===== config.mk =====
export PLATFORM = sky130hd
export DESIGN_NAME = i2c_master_byte_engine_core
export DESIGN_NICKNAME = d
export VERILOG_FILES = /design/src/sv/i2cm_pkg.sv /design/src/sv/i2cm_front.sv /design/src/sv/i2cm_queue.sv /design/src/sv/i2cm_back.sv /design/src/sv/i2c_master_byte_engine_core.sv
export SDC_FILE = /design/constraint.sdc
export NUM_CORES = 1
export LEC_CHECK = 0
export ABC_CLOCK_PERIOD_IN_PS = 10900
export BUFFER_PORTS_ARGS = -buffer_cell sky130_fd_sc_hd__clkbuf_2
export CAP_MARGIN = 5
export CORE_ASPECT_RATIO = 0.5
export CORE_MARGIN = 4
export CORE_UTILIZATION = 55
export DETAILED_ROUTE_END_ITERATION = 12
export GPL_TIMING_DRIVEN = 1
export PLACE_DENSITY = 0.72
export SLEW_MARGIN = 20
export SYNTH_ARGS = -nofsm -noshare
export SYNTH_HDL_FRONTEND = slang
export SYNTH_SLANG_ARGS = --single-unit

===== constraint.sdc =====
create_clock -name clk -period 10.9 [get_ports clk]
set_input_delay 0.545 -clock clk [delete_from_list [all_inputs] [get_ports clk]]
set_output_delay 0.545 -clock clk [all_outputs]
set_load 0.02 [all_outputs]

===== src/sv/i2cm_pkg.sv =====
`timescale 1ns / 1ps
// Shared types and constants for the I2C master byte engine.
// Used by every module of the block; depends on nothing.
package i2cm_pkg;

    localparam int CMD_W       = 3;
    localparam int BYTE_W      = 8;
    localparam int CFG_W       = 16;
    localparam int CFG_IDX_W   = 2;
    localparam int IN_DATA_W   = 16;
    localparam int OUT_DATA_W  = 16;

    localparam int COUNT_WIDTH_DEF = 16;
    localparam int QUEUE_DEPTH_DEF = 4;

    localparam logic [CFG_W-1:0] HALF_PERIOD_RST  = 16'd100;
    localparam logic [CFG_W-1:0] ACK_TIMEOUT_RST  = 16'd10;
    localparam logic [CFG_W-1:0] TIMEOUT_UNIT_RST = 16'd1000;

    localparam logic [CFG_IDX_W-1:0] REG_HALF_PERIOD  = 2'd0;
    localparam logic [CFG_IDX_W-1:0] REG_ACK_TIMEOUT  = 2'd1;
    localparam logic [CFG_IDX_W-1:0] REG_TIMEOUT_UNIT = 2'd2;

    typedef enum logic [CMD_W-1:0] {
        CMD_NONE  = 3'd0,
        CMD_START = 3'd1,
        CMD_STOP  = 3'd2,
        CMD_WRITE = 3'd3,
        CMD_READ  = 3'd4
    } cmd_t;

    // One classified tick as it waits in the queue.
    typedef struct packed {
        cmd_t              kind;
        logic [BYTE_W-1:0] tx_byte;
        logic              send_ack;
        logic              sda_in;
    } item_t;

    typedef struct packed {
        logic [CFG_W-1:0] half_period;
        logic [CFG_W-1:0] ack_timeout;
        logic [CFG_W-1:0] timeout_unit;
    } cfg_t;

endpackage


===== src/sv/i2cm_front.sv =====
`timescale 1ns / 1ps
// Front end: unpacks an input transfer and classifies its command.
// Depends on i2cm_pkg.
module i2cm_front
(
    input  logic                             s_axis_tvalid,
    output logic                             s_axis_tready,
    input  logic [i2cm_pkg::IN_DATA_W-1:0]   s_axis_tdata,
    input  logic [i2cm_pkg::CMD_W-1:0]       s_axis_tuser,
    output logic                             push_valid,
    input  logic                             push_ready,
    output i2cm_pkg::item_t                  push_item
);

    i2cm_pkg::cmd_t kind;

    // Fold unknown codes into no command.
    always_comb
    begin
        case (s_axis_tuser)
            i2cm_pkg::CMD_START: kind = i2cm_pkg::CMD_START;
            i2cm_pkg::CMD_STOP:  kind = i2cm_pkg::CMD_STOP;
            i2cm_pkg::CMD_WRITE: kind = i2cm_pkg::CMD_WRITE;
            i2cm_pkg::CMD_READ:  kind = i2cm_pkg::CMD_READ;
            default:             kind = i2cm_pkg::CMD_NONE;
        endcase
    end

    always_comb
    begin
        push_item.kind     = kind;
        push_item.tx_byte  = s_axis_tdata[i2cm_pkg::BYTE_W-1:0];
        push_item.send_ack = s_axis_tdata[i2cm_pkg::BYTE_W];
        push_item.sda_in   = s_axis_tdata[i2cm_pkg::BYTE_W+1];
    end

    assign push_valid    = s_axis_tvalid;
    assign s_axis_tready = push_ready;

endmodule


===== src/sv/i2cm_queue.sv =====
`timescale 1ns / 1ps
// Short queue of classified ticks between the front end and the engine.
// Depends on i2cm_pkg.
module i2cm_queue
#(
    parameter int DEPTH = i2cm_pkg::QUEUE_DEPTH_DEF
)
(
    input  logic            clk,
    input  logic            rst_n,
    input  logic            push_valid,
    output logic            push_ready,
    input  i2cm_pkg::item_t push_item,
    output logic            pop_valid,
    input  logic            pop_ready,
    output i2cm_pkg::item_t pop_item
);

    localparam int AW = (DEPTH > 1) ? $clog2(DEPTH) : 1;
    localparam int CW = $clog2(DEPTH + 1);

    i2cm_pkg::item_t store [DEPTH];
    logic [AW-1:0]   wr_ptr_reg;
    logic [AW-1:0]   rd_ptr_reg;
    logic [CW-1:0]   count_reg;
    logic            do_push;
    logic            do_pop;

    assign push_ready = (count_reg != CW'(DEPTH));
    assign pop_valid  = (count_reg != '0);
    assign pop_item   = store[rd_ptr_reg];
    assign do_push    = push_valid && push_ready;
    assign do_pop     = pop_valid && pop_ready;

    always_ff @(posedge clk)
    begin
        if (do_push)
        begin
            store[wr_ptr_reg] <= push_item;
        end
    end

    always_ff @(posedge clk or negedge rst_n)
    begin
        if (!rst_n)
        begin
            wr_ptr_reg <= '0;
            rd_ptr_reg <= '0;
            count_reg  <= '0;
        end
        else
        begin
            if (do_push)
            begin
                wr_ptr_reg <= (wr_ptr_reg == AW'(DEPTH - 1)) ? '0 : wr_ptr_reg + 1'b1;
            end
            if (do_pop)
            begin
                rd_ptr_reg <= (rd_ptr_reg == AW'(DEPTH - 1)) ? '0 : rd_ptr_reg + 1'b1;
            end
            if (do_push && !do_pop)
            begin
                count_reg <= count_reg + 1'b1;
            end
            else if (do_pop && !do_push)
            begin
                count_reg <= count_reg - 1'b1;
            end
        end
    end

endmodule


===== src/sv/i2cm_back.sv =====
`timescale 1ns / 1ps
// Back end: the SCL/SDA phase sequencer, one queued tick per cycle unless
// the output is stalled, and the output register. Depends on i2cm_pkg.
module i2cm_back
#(
    parameter int COUNT_WIDTH = i2cm_pkg::COUNT_WIDTH_DEF
)
(
    input  logic                             clk,
    input  logic                             rst_n,
    input  i2cm_pkg::cfg_t                   cfg,
    input  logic                             pop_valid,
    output logic                             pop_ready,
    input  i2cm_pkg::item_t                  pop_item,
    output logic                             m_axis_tvalid,
    input  logic                             m_axis_tready,
    output logic [i2cm_pkg::OUT_DATA_W-1:0]  m_axis_tdata
);

    localparam int EXT_W = (COUNT_WIDTH > i2cm_pkg::CFG_W) ? COUNT_WIDTH : i2cm_pkg::CFG_W;

    // Phase positions within each sequence.
    localparam logic [4:0] STEP_FIRST     = 5'd0;
    localparam logic [4:0] STEP_COND_END  = 5'd4;
    localparam logic [4:0] STEP_WR_BITEND = 5'd24;
    localparam logic [4:0] STEP_WR_SCLHI  = 5'd25;
    localparam logic [4:0] STEP_ACK_WAIT  = 5'd26;
    localparam logic [4:0] STEP_AFTER_ACK = 5'd27;
    localparam logic [4:0] STEP_RD_BITEND = 5'd16;
    localparam logic [4:0] STEP_RD_SCLHI  = 5'd17;
    localparam logic [4:0] STEP_RD_SCLLO  = 5'd18;

    typedef enum logic [1:0] {
        RES_HOLD,
        RES_OK,
        RES_TIMEOUT
    } res_t;

    i2cm_pkg::cmd_t                cmd_reg, cmd_next;
    logic [4:0]                    step_reg, step_next;
    logic [COUNT_WIDTH-1:0]        pt_reg, pt_next;
    logic [COUNT_WIDTH-1:0]        ut_reg, ut_next;
    logic [i2cm_pkg::CFG_W-1:0]    tl_reg, tl_next;
    logic [i2cm_pkg::BYTE_W-1:0]   sb_reg, sb_next;
    logic [i2cm_pkg::BYTE_W-1:0]   rx_reg, rx_next;
    logic                          scl_reg, scl_next;
    logic                          sda_reg, sda_next;
    logic                          ack_reg, ack_next;
    logic                          out_valid_reg;
    logic [i2cm_pkg::OUT_DATA_W-1:0] out_data_reg;

    logic                          fire;
    logic                          enter;
    logic                          eval;
    logic                          hold_load;
    logic [4:0]                    s_enter;
    logic [i2cm_pkg::CFG_W-1:0]    tl_eval;
    logic [COUNT_WIDTH-1:0]        pt_dec;
    logic [8:0]                    prod;
    logic [2:0]                    bit_q;
    logic [4:0]                    bit_r;
    res_t                          res;
    logic                          done;
    logic                          status;

    // Zero counts as one; saturate at the counter range.
    function automatic logic [COUNT_WIDTH-1:0] load_count(input logic [i2cm_pkg::CFG_W-1:0] v);
        logic [EXT_W-1:0] ve;
        logic [EXT_W-1:0] vmax;
        ve   = EXT_W'(v);
        vmax = EXT_W'({COUNT_WIDTH{1'b1}});
        if (ve == '0)
        begin
            ve = EXT_W'(1);
        end
        if (ve > vmax)
        begin
            ve = vmax;
        end
        return ve[COUNT_WIDTH-1:0];
    endfunction

    assign pop_ready = !out_valid_reg || m_axis_tready;
    assign fire      = pop_valid && pop_ready;

    // Bit number of a write phase: s / 3 via multiply by 11, shift by 5.
    assign prod  = 9'(s_enter) * 9'd11;
    assign bit_q = prod[7:5];
    assign bit_r = s_enter - 5'(bit_q) * 5'd3;

    always_comb
    begin
        cmd_next  = cmd_reg;
        step_next = step_reg;
        pt_next   = pt_reg;
        ut_next   = ut_reg;
        tl_next   = tl_reg;
        sb_next   = sb_reg;
        rx_next   = rx_reg;
        scl_next  = scl_reg;
        sda_next  = sda_reg;
        ack_next  = ack_reg;
        enter     = 1'b0;
        eval      = 1'b0;
        hold_load = 1'b0;
        s_enter   = STEP_FIRST;
        tl_eval   = tl_reg;
        pt_dec    = '0;
        res       = RES_HOLD;

        if (cmd_reg == i2cm_pkg::CMD_NONE)
        begin
            if (pop_item.kind != i2cm_pkg::CMD_NONE)
            begin
                cmd_next  = pop_item.kind;
                step_next = STEP_FIRST;
                sb_next   = (pop_item.kind == i2cm_pkg::CMD_WRITE) ? pop_item.tx_byte : '0;
                ack_next  = pop_item.send_ack;
                enter     = 1'b1;
            end
        end
        else if (cmd_reg == i2cm_pkg::CMD_WRITE && step_reg == STEP_ACK_WAIT)
        begin
            if (ut_reg != '0)
            begin
                ut_next = ut_reg - 1'b1;
                if (ut_reg == COUNT_WIDTH'(1))
                begin
                    tl_eval = (tl_reg != '0) ? tl_reg - 1'b1 : tl_reg;
                    tl_next = tl_eval;
                    eval    = 1'b1;
                end
            end
            else
            begin
                eval = 1'b1;
            end
        end
        else
        begin
            pt_dec  = (pt_reg != '0) ? pt_reg - 1'b1 : '0;
            pt_next = pt_dec;
            if (pt_dec == '0)
            begin
                step_next = step_reg + 1'b1;
                s_enter   = step_reg + 1'b1;
                enter     = 1'b1;
            end
        end

        // Line action of the phase being entered.
        if (enter)
        begin
            hold_load = 1'b1;
            case (cmd_next)
                i2cm_pkg::CMD_START:
                begin
                    if (s_enter >= STEP_COND_END)
                    begin
                        res       = RES_OK;
                        hold_load = 1'b0;
                    end
                    else
                    begin
                        case (s_enter[1:0])
                            2'd0:    sda_next = 1'b1;
                            2'd1:    scl_next = 1'b1;
                            2'd2:    sda_next = 1'b0;
                            default: scl_next = 1'b0;
                        endcase
                    end
                end
                i2cm_pkg::CMD_STOP:
                begin
                    if (s_enter >= STEP_COND_END)
                    begin
                        res       = RES_OK;
                        hold_load = 1'b0;
                    end
                    else
                    begin
                        case (s_enter[1:0])
                            2'd0:    sda_next = 1'b0;
                            2'd1:    scl_next = 1'b1;
                            2'd2:    sda_next = 1'b1;
                            default: ;
                        endcase
                    end
                end
                i2cm_pkg::CMD_WRITE:
                begin
                    if (s_enter < STEP_WR_BITEND)
                    begin
                        if (bit_r == 5'd0)
                        begin
                            sda_next = sb_next[~bit_q];
                        end
                        else if (bit_r == 5'd1)
                        begin
                            scl_next = 1'b1;
                        end
                        else
                        begin
                            scl_next = 1'b0;
                        end
                    end
                    else if (s_enter == STEP_WR_BITEND)
                    begin
                        sda_next = 1'b1;
                    end
                    else if (s_enter == STEP_WR_SCLHI)
                    begin
                        scl_next = 1'b1;
                    end
                    else if (s_enter == STEP_ACK_WAIT)
                    begin
                        tl_next   = cfg.ack_timeout;
                        tl_eval   = cfg.ack_timeout;
                        ut_next   = '0;
                        eval      = 1'b1;
                        hold_load = 1'b0;
                    end
                    else if (s_enter == STEP_AFTER_ACK)
                    begin
                        scl_next = 1'b0;
                    end
                    else
                    begin
                        res       = RES_OK;
                        hold_load = 1'b0;
                    end
                end
                i2cm_pkg::CMD_READ:
                begin
                    if (s_enter < STEP_RD_BITEND)
                    begin
                        if (!s_enter[0])
                        begin
                            sda_next = 1'b1;
                            scl_next = 1'b1;
                        end
                        else
                        begin
                            sb_next  = {sb_next[i2cm_pkg::BYTE_W-2:0], pop_item.sda_in};
                            scl_next = 1'b0;
                        end
                    end
                    else if (s_enter == STEP_RD_BITEND)
                    begin
                        sda_next = !ack_next;
                    end
                    else if (s_enter == STEP_RD_SCLHI)
                    begin
                        scl_next = 1'b1;
                    end
                    else if (s_enter == STEP_RD_SCLLO)
                    begin
                        scl_next = 1'b0;
                    end
                    else
                    begin
                        sda_next  = 1'b1;
                        rx_next   = sb_next;
                        res       = RES_OK;
                        hold_load = 1'b0;
                    end
                end
                default:
                begin
                    hold_load = 1'b0;
                end
            endcase
            if (hold_load)
            begin
                pt_next = load_count(cfg.half_period);
            end
        end

        // Sample SDA for the slave ACK.
        if (eval)
        begin
            if (!pop_item.sda_in)
            begin
                scl_next  = 1'b0;
                step_next = STEP_AFTER_ACK;
                pt_next   = load_count(cfg.half_period);
            end
            else if (cfg.ack_timeout == '0)
            begin
                ut_next = '0;
            end
            else if (tl_eval == '0)
            begin
                scl_next = 1'b0;
                res      = RES_TIMEOUT;
            end
            else
            begin
                ut_next = load_count(cfg.timeout_unit);
            end
        end

        done   = (res != RES_HOLD);
        status = (res == RES_TIMEOUT);
        if (done)
        begin
            cmd_next  = i2cm_pkg::CMD_NONE;
            step_next = STEP_FIRST;
            ut_next   = '0;
            pt_next   = '0;
        end
    end

    always_ff @(posedge clk or negedge rst_n)
    begin
        if (!rst_n)
        begin
            cmd_reg       <= i2cm_pkg::CMD_NONE;
            step_reg      <= '0;
            pt_reg        <= '0;
            ut_reg        <= '0;
            tl_reg        <= '0;
            sb_reg        <= '0;
            rx_reg        <= '0;
            scl_reg       <= 1'b1;
            sda_reg       <= 1'b1;
            ack_reg       <= 1'b0;
            out_valid_reg <= 1'b0;
            out_data_reg  <= '0;
        end
        else
        begin
            if (fire)
            begin
                cmd_reg      <= cmd_next;
                step_reg     <= step_next;
                pt_reg       <= pt_next;
                ut_reg       <= ut_next;
                tl_reg       <= tl_next;
                sb_reg       <= sb_next;
                rx_reg       <= rx_next;
                scl_reg      <= scl_next;
                sda_reg      <= sda_next;
                ack_reg      <= ack_next;
                out_data_reg <= {3'b000, rx_next, status, done,
                                 cmd_next != i2cm_pkg::CMD_NONE, sda_next, scl_next};
            end
            if (fire)
            begin
                out_valid_reg <= 1'b1;
            end
            else if (m_axis_tready)
            begin
                out_valid_reg <= 1'b0;
            end
        end
    end

    assign m_axis_tvalid = out_valid_reg;
    assign m_axis_tdata  = out_data_reg;

endmodule


===== src/sv/i2c_master_byte_engine_core.sv =====
`timescale 1ns / 1ps
// I2C master byte engine, top level: configuration registers and the
// front end, queue and sequencer. Depends on i2cm_pkg and all i2cm_ modules.
//
// Each input transfer is one tick of the I2C engine and yields exactly one
// output transfer with the SCL/SDA drive levels, busy, done, status and the
// last received byte. The block takes one transfer per clock while the
// queue has room: a tick is popped into the sequencer, whose counters and
// line levels update once per popped tick, and its result is registered.
// With neither side stalling, the result passes the queue and the output
// register before it is presented. A queue (four entries by default)
// decouples input from the sequencer; a waiting result holds the sequencer,
// and the output register is refilled in the same cycle it drains. Commands
// arrive in tuser and are taken only while idle; codes 5 to 7 are treated as
// no command. Write the configuration registers only while no tick sits in
// the queue or waits at the output; a write during a command takes effect at
// the next count load or ACK sample.
module i2c_master_byte_engine_core
#(
    parameter int COUNT_WIDTH = i2cm_pkg::COUNT_WIDTH_DEF,
    parameter int QUEUE_DEPTH = i2cm_pkg::QUEUE_DEPTH_DEF
)
(
    input  logic                             clk,
    input  logic                             rst_n,
    input  logic                             cfg_we,
    input  logic [i2cm_pkg::CFG_IDX_W-1:0]   cfg_index,
    input  logic [i2cm_pkg::CFG_W-1:0]       cfg_data,
    input  logic                             s_axis_tvalid,
    output logic                             s_axis_tready,
    // tx_byte[7:0], send_ack[8], sda_in[9], zero[15:10]
    input  logic [i2cm_pkg::IN_DATA_W-1:0]   s_axis_tdata,
    // command[2:0]
    input  logic [i2cm_pkg::CMD_W-1:0]       s_axis_tuser,
    output logic                             m_axis_tvalid,
    input  logic                             m_axis_tready,
    // scl_out[0], sda_out[1], busy_res[2], done_res[3], status[4],
    // rx_byte[12:5], zero[15:13]
    output logic [i2cm_pkg::OUT_DATA_W-1:0]  m_axis_tdata
);

    i2cm_pkg::cfg_t  cfg_reg;
    logic            push_valid;
    logic            push_ready;
    i2cm_pkg::item_t push_item;
    logic            pop_valid;
    logic            pop_ready;
    i2cm_pkg::item_t pop_item;

    always_ff @(posedge clk or negedge rst_n)
    begin
        if (!rst_n)
        begin
            cfg_reg.half_period  <= i2cm_pkg::HALF_PERIOD_RST;
            cfg_reg.ack_timeout  <= i2cm_pkg::ACK_TIMEOUT_RST;
            cfg_reg.timeout_unit <= i2cm_pkg::TIMEOUT_UNIT_RST;
        end
        else if (cfg_we)
        begin
            case (cfg_index)
                i2cm_pkg::REG_HALF_PERIOD:  cfg_reg.half_period  <= cfg_data;
                i2cm_pkg::REG_ACK_TIMEOUT:  cfg_reg.ack_timeout  <= cfg_data;
                i2cm_pkg::REG_TIMEOUT_UNIT: cfg_reg.timeout_unit <= cfg_data;
                default: ;
            endcase
        end
    end

    i2cm_front u_front
    (
        .s_axis_tvalid (s_axis_tvalid),
        .s_axis_tready (s_axis_tready),
        .s_axis_tdata  (s_axis_tdata),
        .s_axis_tuser  (s_axis_tuser),
        .push_valid    (push_valid),
        .push_ready    (push_ready),
        .push_item     (push_item)
    );

    i2cm_queue
    #(
        .DEPTH (QUEUE_DEPTH)
    )
    u_queue
    (
        .clk        (clk),
        .rst_n      (rst_n),
        .push_valid (push_valid),
        .push_ready (push_ready),
        .push_item  (push_item),
        .pop_valid  (pop_valid),
        .pop_ready  (pop_ready),
        .pop_item   (pop_item)
    );

    i2cm_back
    #(
        .COUNT_WIDTH (COUNT_WIDTH)
    )
    u_back
    (
        .clk           (clk),
        .rst_n         (rst_n),
        .cfg           (cfg_reg),
        .pop_valid     (pop_valid),
        .pop_ready     (pop_ready),
        .pop_item      (pop_item),
        .m_axis_tvalid (m_axis_tvalid),
        .m_axis_tready (m_axis_tready),
        .m_axis_tdata  (m_axis_tdata)
    );

endmodule

[Word level (Yosys, flattened, before mapping)]
Memories as Yosys holds them, arrays and structs flattened.
Index checks and enable logic that the tools add are counted.
Storage, ports and cells
  word-level logic and storage cells: 262
  output and inout port bits: 18
  memories kept: 1
  bits in writable memories: 52
  input port bits: 42
  flip-flop bits (word level): 144
Operators by class
  multipliers: 2
  mux-type cells: 163
  bitwise logic cells: 1
  eq/ne operators: 28
  order comparisons: 7
  add/sub/neg operators: 9
  reduce and logical (&&, ||, !) cells: 33
Memories
  u_queue.store: depth 4, bits a word 13, rd ports 1, clocked after memory_dff 0, write ports 1, line i2cm_queue.sv:22  | i2cm_pkg::item_t store [DEPTH];
Operators with widths (count)
  $mux W16: 46
  $mux W8: 13
  $logic_not A16 Y1: 5
  $mux W1: 66
  $mux W5: 10
  $gt A16 B16 Y1 const B: 3
  $reduce_bool A16 Y1: 3
  $sub A16 B1 Y16 const B: 3
  $eq A5 B5 Y1 const B: 8
  $mux W2: 14
  $eq A3 B2 Y1 const B: 6
  $eq A16 B1 Y1 const B: 1
  $mux W3: 5
  $pmux W3 S4: 1
  $eq A2 B2 Y1 const B: 5
  $lt A5 B5 Y1 const B: 2
  $reduce_bool A3 Y1: 3
  $mul A5 B4 Y8 const B: 1
  $pmux W1 S4: 2
  $eq A3 B1 Y1 const B: 2
  $eq A3 B3 Y1 const B: 2
  $pmux W1 S2: 3
  $pmux W2 S3: 1
  $reduce_and A2 Y1: 3
  other kinds (22): 35

[Logic depth before layout (Yosys ltp)]
Gate-level depths: netlist of run 1.
  depth after elaboration: 25
  depth in mapped cells: 39
  gate-level depth less buffers: 37

[Cells and area by module]
Synthesis of run 1 repeated with hierarchy kept, for this count alone.
Unflattened totals
  cell total of the unflattened synthesis: 1146
  area, all modules: 11519.8 um2
Modules (own cells, without submodules)
  i2cm_back: instances 1, cells an instance 925, sequential area each 2029.4 um2, area each 7254.5 um2
  i2cm_queue: instances 1, cells an instance 104, sequential area each 1736.7 um2, area each 2316.0 um2
  i2c_master_byte_engine_core: instances 1, cells an instance 102, sequential area each 1214.9 um2, area each 1829.3 um2
  i2cm_front: instances 1, cells an instance 15, sequential area each 0.0 um2, area each 120.1 um2

[Worst setup path after synthesis of run 1]
Ideal clock, no wire load.
  path kind: reg-to-reg
  start point: register u_back.pt_reg[3]
  end point: register u_back.out_data_reg, in the netlist u_back.m_axis_tdata[1]
  data required time: 10.779 ns
  data arrival time: 6.978 ns
  setup time: 0.121 ns
  setup slack: 3.801 ns
  clock period less this slack: 7.099 ns
  cell stages (with the launch flop): 39
  buffers on the path: 3
  cells stage by stage: dfrtp_1 -> buf_6 -> or4_4 -> nor3_4 -> nand4b_1 -> a32o_1 -> o31ai_4 -> nand2_1 -> buf_2 -> inv_1 -> ha_1 -> and2_1 -> clkbuf_1 -> ha_1 -> inv_1 -> fa_1 -> inv_1 -> ha_1 -> [... 3 more ...] -> nor2_1 -> inv_1 -> a21oi_1 -> xnor2_1 -> inv_1 -> fa_1 -> ha_1 -> inv_1 -> o21ai_0 -> a21oi_1 -> xor2_1 -> nand2_1 -> mux2i_1 -> nand4_1 -> nor2_1 -> a22o_1 -> o21ai_2 -> a22o_1
On the way
  word-level cells in the longest chain between the ends: 14
  elaborated cells between the ends (all ways): 40
  classes of those cells: add/sub: 2; mul: 2; order compare: 3; eq/ne: 5; mux: 23; bitwise: 1; reduce/logical: 4
RTL lines
  start: declaration: line i2cm_back.sv:41  | logic [COUNT_WIDTH-1:0] pt_reg, pt_next;
  start signal: assignment: line i2cm_back.sv:337  | pt_reg <= pt_next;
  $sub A16 B1 Y16 / $reduce_bool A16 Y1 (equally long branches): line i2cm_back.sv:141  | pt_dec = (pt_reg != '0) ? pt_reg - 1'b1 : '0;
  $mux W16 (*): line i2cm_back.sv:141
  $logic_not A16 Y1 (*): line i2cm_back.sv:143  | if (pt_dec == '0)
  $mux W5: line i2cm_back.sv:143
  $mux W5: line i2cm_back.sv:122  | else if (cmd_reg == i2cm_pkg::CMD_WRITE && step_reg == STEP_ACK_WAIT)
  $mux W5: line i2cm_back.sv:111  | if (cmd_reg == i2cm_pkg::CMD_NONE)
  $mul A5 B4 Y8: line i2cm_back.sv:87  | assign prod = 9'(s_enter) * 9'd11;
  $mul A3 B2 Y5 / $not A3 Y3 (equally long branches): line i2cm_back.sv:89, i2cm_back.sv:196
  $sub A5 B5 Y5 / $bmux W1 S3 (equally long branches): line i2cm_back.sv:89, i2cm_back.sv:196
  $logic_not A5 Y1 / $mux W1 (equally long branches): line i2cm_back.sv:194, i2cm_back.sv:196
  $mux W1: line i2cm_back.sv:194  | if (bit_r == 5'd0)
  $mux W1: line i2cm_back.sv:192  | if (s_enter < STEP_WR_BITEND)
  $pmux W1 S4: line i2cm_back.sv:155  | case (cmd_next)
  $mux W1 (*): line i2cm_back.sv:152  | if (enter)
  end signal: assignment: line i2cm_back.sv:345  | out_data_reg <= {3'b000, rx_next, status, done,
  end: declaration: line i2cm_back.sv:50  | logic [i2cm_pkg::OUT_DATA_W-1:0] out_data_reg;
Mark *: on every way between the ends. The rest lies on a longest branch, timed or not. The select of a mux whose other input is x is not followed.
A chain may end at the register's enable or synchronous reset.

[Worst setup path after layout of run 1]
  start point: register u_back.pt_reg[0]
  end point: register u_back.out_data_reg, in the netlist u_back.m_axis_tdata[1]
Same word-level chain as after synthesis.

==> impl_metrics.ini, run 1 <==
[run_status]
status = finished clean

[synthesis]
synth-async-reset-ratio_pct = 72.3
ys.warnings.count = 0
ys.flop_type = dfrtp_1
synth_area_per_cell_sq_um = 10.0
ys_top_cells_by_area = dfrtp_1 (28%), edfxtp_1 (14%), mux2_2 (6.0%), o21ai_0 (4.2%), nand2_1 (3.8%)
synth_edf_count = 52
synth_top_area_share_pct = 28.0
netlist-cell-type-count = 92
yosysSeqAreaShare_pct = 45.3
syn_inst = 1096
synth_area_sq_um = 11000
ys_seq_elements = 188
synth_top_area_cell = dfrtp_1

[clock_tree]
cts_buffers = 17
htree_levels = 4
cts_hold_buf = 0
clk_path_buf_depth = 2
cts_resized = 0
cts_tree = built
post_cts_buffers = 0
clkSinkCount = 188
clk_pin_slew_ns = 0.08
clock_latency_ns = 0.46
cts-root-buf = clkbuf_16

[cells_and_area]
nets = 1196
largest_reg_flops = 52
final_cells = 1398
fin_area_sq_um = 12000
diodes = 0
drive_above_1_share_pct = 18.7
multi_input_area_sq_um = 5600
syn_to_final_growth_pct = 9.55
finish.utilization_pct = 61.6
regArea_sq_um = 4980
fillers = 1633

[timing]
timing.final.max_slew_violations = 0
slew_headroom_pct = 38.5
grt_setup_unrepaired = no
post-route-min-period_ns = 8.31
postLayoutSetupSlackWorst_ns = 2.59
fin_setup_tns_ns = 0
finClkSkew_ns = 0.0196
setup_viol = 0
worst_pin_slew_ns = 0.915
hold_slack_ns = 0.131
timing.fmax_mhz = 120
finalCritPeriodShare_pct = 76.3
hold_violations = 0

[drt]
drcViolationCount = 0
routedWlPerCell_um = 19.4
drtIter0Drc = 716
wl_um = 27200
via_count = 8695
avgViaCountPerCell = 6.22
antenna_left = 0
drtPass1Iterations = 6

[floorplan]
core_sq_um = 19500
pin_count = 60
rows = 36
die_area_sq_um = 22400
die_y_um = 108
initial_core_util_pct = 56.2
die_w_um = 208

[power]
p_seq_share_pct = 40.6
p_sw_mw = 0.969
powerDensity_nw_per_um2 = 213
combinationalPowerShare_pct = 33.2
p_leak_nw = 4.96
power_mw = 2.57
ir_worst_vdd_mv = 0.160
p_int_mw = 1.60
swShare_pct = 37.8
pwr-share-clk_pct = 26.2

[global_route]
grt_pass1_vias = 8373
grt_max_degree = 81
grt_overflow = 0
grt_first_pass_wirelength_um = 44800
antenna_found_initial = 0
track_usage_pct = 25.2

[setup_path]
critPathMostFrequentCell = inv_1
worstSetupPathType = register to register
critPathMaxStageDelay_ns = 0.48
end_kind = register
worst_r2r_path_depth = 37
worst_ep_required_time_ns = 11.25
r2r_start = u_back.pt_reg[0]
cp.arrival_ns = 8.66
cp_max_fo = 15
slowest_stage = fa_1
cp-start-kind = register
r2r_setup_slack_ns = 2.59
r2r-end = u_back.m_axis_tdata[1]

[flow_run]
drv_cap = 0

[placement]
place_ws_ns = 2.71
gp_congestion = 0.950
dpl_cell_area_sq_um = 11400
dp.cells = 1366
dpl.hpwl_um = 18900
io_buffers = 50

[hold_path]
min_path_type = input port to async pin
==> critical path, delay by kind of cell, from the launching register on <==
family / cells / cell delay (ns)
multiplexers: 2 / 0.41
AND/OR/NAND/NOR: 11 / 2.29
XOR/XNOR: 2 / 0.39
adder cells (fa/ha/maj): 7 / 2.46
buffers and inverters: 7 / 0.64
AO/OA/AOI/OAI: 8 / 1.60
flip-flops: 1 / 0.42
==> power by group through the flow <==
stage / registers (mW) / logic, mW / clock network, mW
global route: 1.07 / 0.948 / 0.717
global placement: 1.04 / 0.819 / 0
floorplan: 0.972 / 0.695 / 0
CTS: 1.04 / 0.851 / 0.684
finish: 1.04 / 0.852 / 0.673
detailed placement: 1.05 / 0.848 / 0
==> cell families after synthesis <==
kind of cell | after synthesis | share of synthesized area [%]
compound gates | 273 | 15.8
xor+xnor | 25 | 2.06
fa+ha+maj | 35 | 4.26
buf+inv | 103 | 3.91
flops | 188 | 45.3
mux | 100 | 11.3
other cells | 1 | 0.0341
simple gates | 371 | 17.3
==> synthesized netlist by cell type (28+ instances only) <==
library cell / number
dfrtp_1: 123
nand2_1: 110
o21ai_0: 92
nor2_1: 87
a21oi_1: 67
mux2_2: 59
edfxtp_1: 52
inv_1: 45
clkbuf_1: 40
nor3_1: 38
ha_1: 31
mux2i_1: 28
==> final cells by class <==
class                   count  share of cell area (%)
inverters                  46                    1.43
clock buffers              17                    3.53
repair buffers             59                    2.69
flip-flops and latches    188                    41.4
multi-input cells         807                    46.5
clock inverters            15                    1.69
well taps                 266                    2.76
==> worst max-delay path by stage <==
stage	startpoint	to
after floorplan	u_back.pt_reg[3]	u_back.m_axis_tdata[1]
after detailed placement	u_back.pt_reg[0]	u_back.m_axis_tdata[1]
final	u_back.pt_reg[0]	u_back.m_axis_tdata[1]
after global placement	u_back.pt_reg[0]	u_back.m_axis_tdata[1]
after global routing	u_back.pt_reg[0]	u_back.m_axis_tdata[1]
after CTS	u_back.pt_reg[0]	u_back.m_axis_tdata[1]
==> metal layers <==
metal  wire [um]  vias to the layer above  GRT usage [%]
met5           0                        -              0
met4         533                        0           7.17
met3        1800                       57           5.45
met2       12500                      290           40.4
met1       12300                     4244           35.3
li1            -                     4104              -
==> cells in the final DEF, fill, tap and decap left out, types with 16 or more instances in the layout <==
cell / n
o21ai_0: 92
clkbuf_16: 17
nand3_1: 25
o22ai_1: 16
inv_1: 45
nor4_1: 18
edfxtp_1: 52
a21oi_1: 67
mux2i_1: 28
dfrtp_1: 123
nor2_1: 87
mux2_2: 59
ha_1: 31
nand2_1: 110
nor3_1: 38
clkbuf_2: 49
Note: power is estimated with default switching activity, not from simulation.
==> run 2: changes to the inputs <==
--- a/config.mk
+++ b/config.mk
@@ -5,7 +5,7 @@
 export SDC_FILE = /design/constraint.sdc
 export NUM_CORES = 1
 export LEC_CHECK = 0
-export ABC_CLOCK_PERIOD_IN_PS = 10900
+export ABC_CLOCK_PERIOD_IN_PS = 7750
 export BUFFER_PORTS_ARGS = -buffer_cell sky130_fd_sc_hd__clkbuf_2
 export CAP_MARGIN = 5
 export CORE_ASPECT_RATIO = 0.5
==> constraint.sdc (replaced) <==
create_clock -name clk -period 7.75 [get_ports clk]
set_input_delay 0.3875 -clock clk [delete_from_list [all_inputs] [get_ports clk]]
set_output_delay 0.3875 -clock clk [all_outputs]
set_load 0.02 [all_outputs]
==> impl_metrics.ini, run 2 (synthesis results as in run 1) <==
[power]
p_leak_nw = 5.03
p_int_mw = 2.28
p_seq_share_pct = 40.4
p_sw_mw = 1.37
combinationalPowerShare_pct = 34.2
swShare_pct = 37.6
ir_worst_vdd_mv = 0.225
power_mw = 3.65
powerDensity_nw_per_um2 = 300
pwr-share-clk_pct = 25.4

[setup_path]
worstSetupPathType = register to register
critPathMaxStageDelay_ns = 0.62
critPathTopFamily = compound AO/OA/AOI/OAI gates
critPathMostFrequentCell = inv_1
cp-start-kind = register
cp_max_fo = 10
end_kind = register
critPathBufInv = 7
worst_ep_required_time_ns = 8.14
cp.arrival_ns = 7.60
slowest_stage = or4_4

[clock_tree]
clk_pin_slew_ns = 0.08
htree_levels = 4
cts_tree = built
clkSinkCount = 188
cts-root-buf = clkbuf_16
cts_buffers = 17
clock_latency_ns = 0.45
clk_path_buf_depth = 2

[hold_path]
min_path_type = input port to async pin

[floorplan]
pin_count = 60
rows = 36
die_y_um = 108
core_sq_um = 19500
die_w_um = 208
initial_core_util_pct = 56.2
die_area_sq_um = 22400

[cells_and_area]
nets = 1209
syn_to_final_growth_pct = 10.7
final_cells = 1411
largest_reg_flops = 52
fin_area_sq_um = 12200
diodes = 0
final_common_cell = dfrtp_1
finish.utilization_pct = 62.3
drive_above_1_share_pct = 20.3
layout_common_cells = dfrtp_1 (121), nand2_1 (109), o21ai_0 (92)

[placement]
dp.cells = 1376
place_ws_ns = 0.424
dpl.hpwl_um = 19300
dpl_cell_area_sq_um = 11500
gp_congestion = 0.914
io_buffers = 50

[timing]
postLayoutSetupSlackWorst_ns = 0.546
slew_headroom_pct = 38.9
timing.fmax_mhz = 139
finClkSkew_ns = 0.0135
setup_viol = 0
fin_setup_tns_ns = 0
hold_violations = 6
hold_slack_ns = -0.0152
timing.final.max_slew_violations = 0
post-route-min-period_ns = 7.20
worst_pin_slew_ns = 0.916
grt_setup_unrepaired = no
finalCritPeriodShare_pct = 93.0

[drt]
drtIter0Drc = 623
drcViolationCount = 0
drtPass1Iterations = 7
wl_um = 27500
antenna_left = 0
avgViaCountPerCell = 6.23
via_count = 8793
routedWlPerCell_um = 19.5

[global_route]
track_usage_pct = 25.3
grt_max_degree = 93
grt_pass1_vias = 8434
grt_first_pass_wirelength_um = 45300
grt_overflow = 0
antenna_found_initial = 0

[run_status]
status = finished, violations left
violations = hold timing

[flow_run]
drv_cap = 0
[run 2: layer usage]
metal | track usage (%) | share of wire, % | routed length (um)
met1 | 35.6 | 46 | 12700
met2 | 39.8 | 46 | 12500
met3 | 5.77 | 6.4 | 1770
met4 | 7.63 | 1.7 | 480
met5 | 0 | 0 | 0
[run 2: area by class of cell]
| class | count | area, sq um |
|---|---|---|
| fill | 1593 | 7380 |
| multi-input combinational | 807 | 5650 |
| tap | 266 | 333 |
| clock inverter | 14 | 184 |
| clock buffer | 18 | 429 |
| inverter | 46 | 173 |
| timing repair buffer | 72 | 422 |
| sequential | 188 | 4980 |
[run 2: final timing paths]
path	from	to	slack [ns]	cells after the start
max	u_back.pt_reg[3]	u_back.scl_reg	0.55	36
min	rst_n	u_back.tl_reg[8]	-0.02	1
max reg2reg	u_back.pt_reg[3]	u_back.scl_reg	0.55	36
min reg2reg	u_back.sb_reg[7]	u_back.sb_reg[7]	0.49	2
max in group asynchronous	rst_n	u_back.sb_reg[7]	6.59	2
min in group clk	s_axis_tdata[3]	u_queue.store[0][5]	0.16	1
[run 2: timing repair]
item                       4_1_cts  5_1_grt
hold buffers                     0        0
setup endpoints to repair        0        4
setup buffers                    0        3
resized for setup                0       12
[run 2: power by group through the flow]
stage	clock, mW	sequential [mW]	combinational, mW
after floorplan	0	1.37	0.977
after global placement	0	1.47	1.18
after detailed placement	0	1.48	1.21
after CTS	0.943	1.46	1.22
after global routing	0.985	1.51	1.39
final	0.928	1.47	1.25
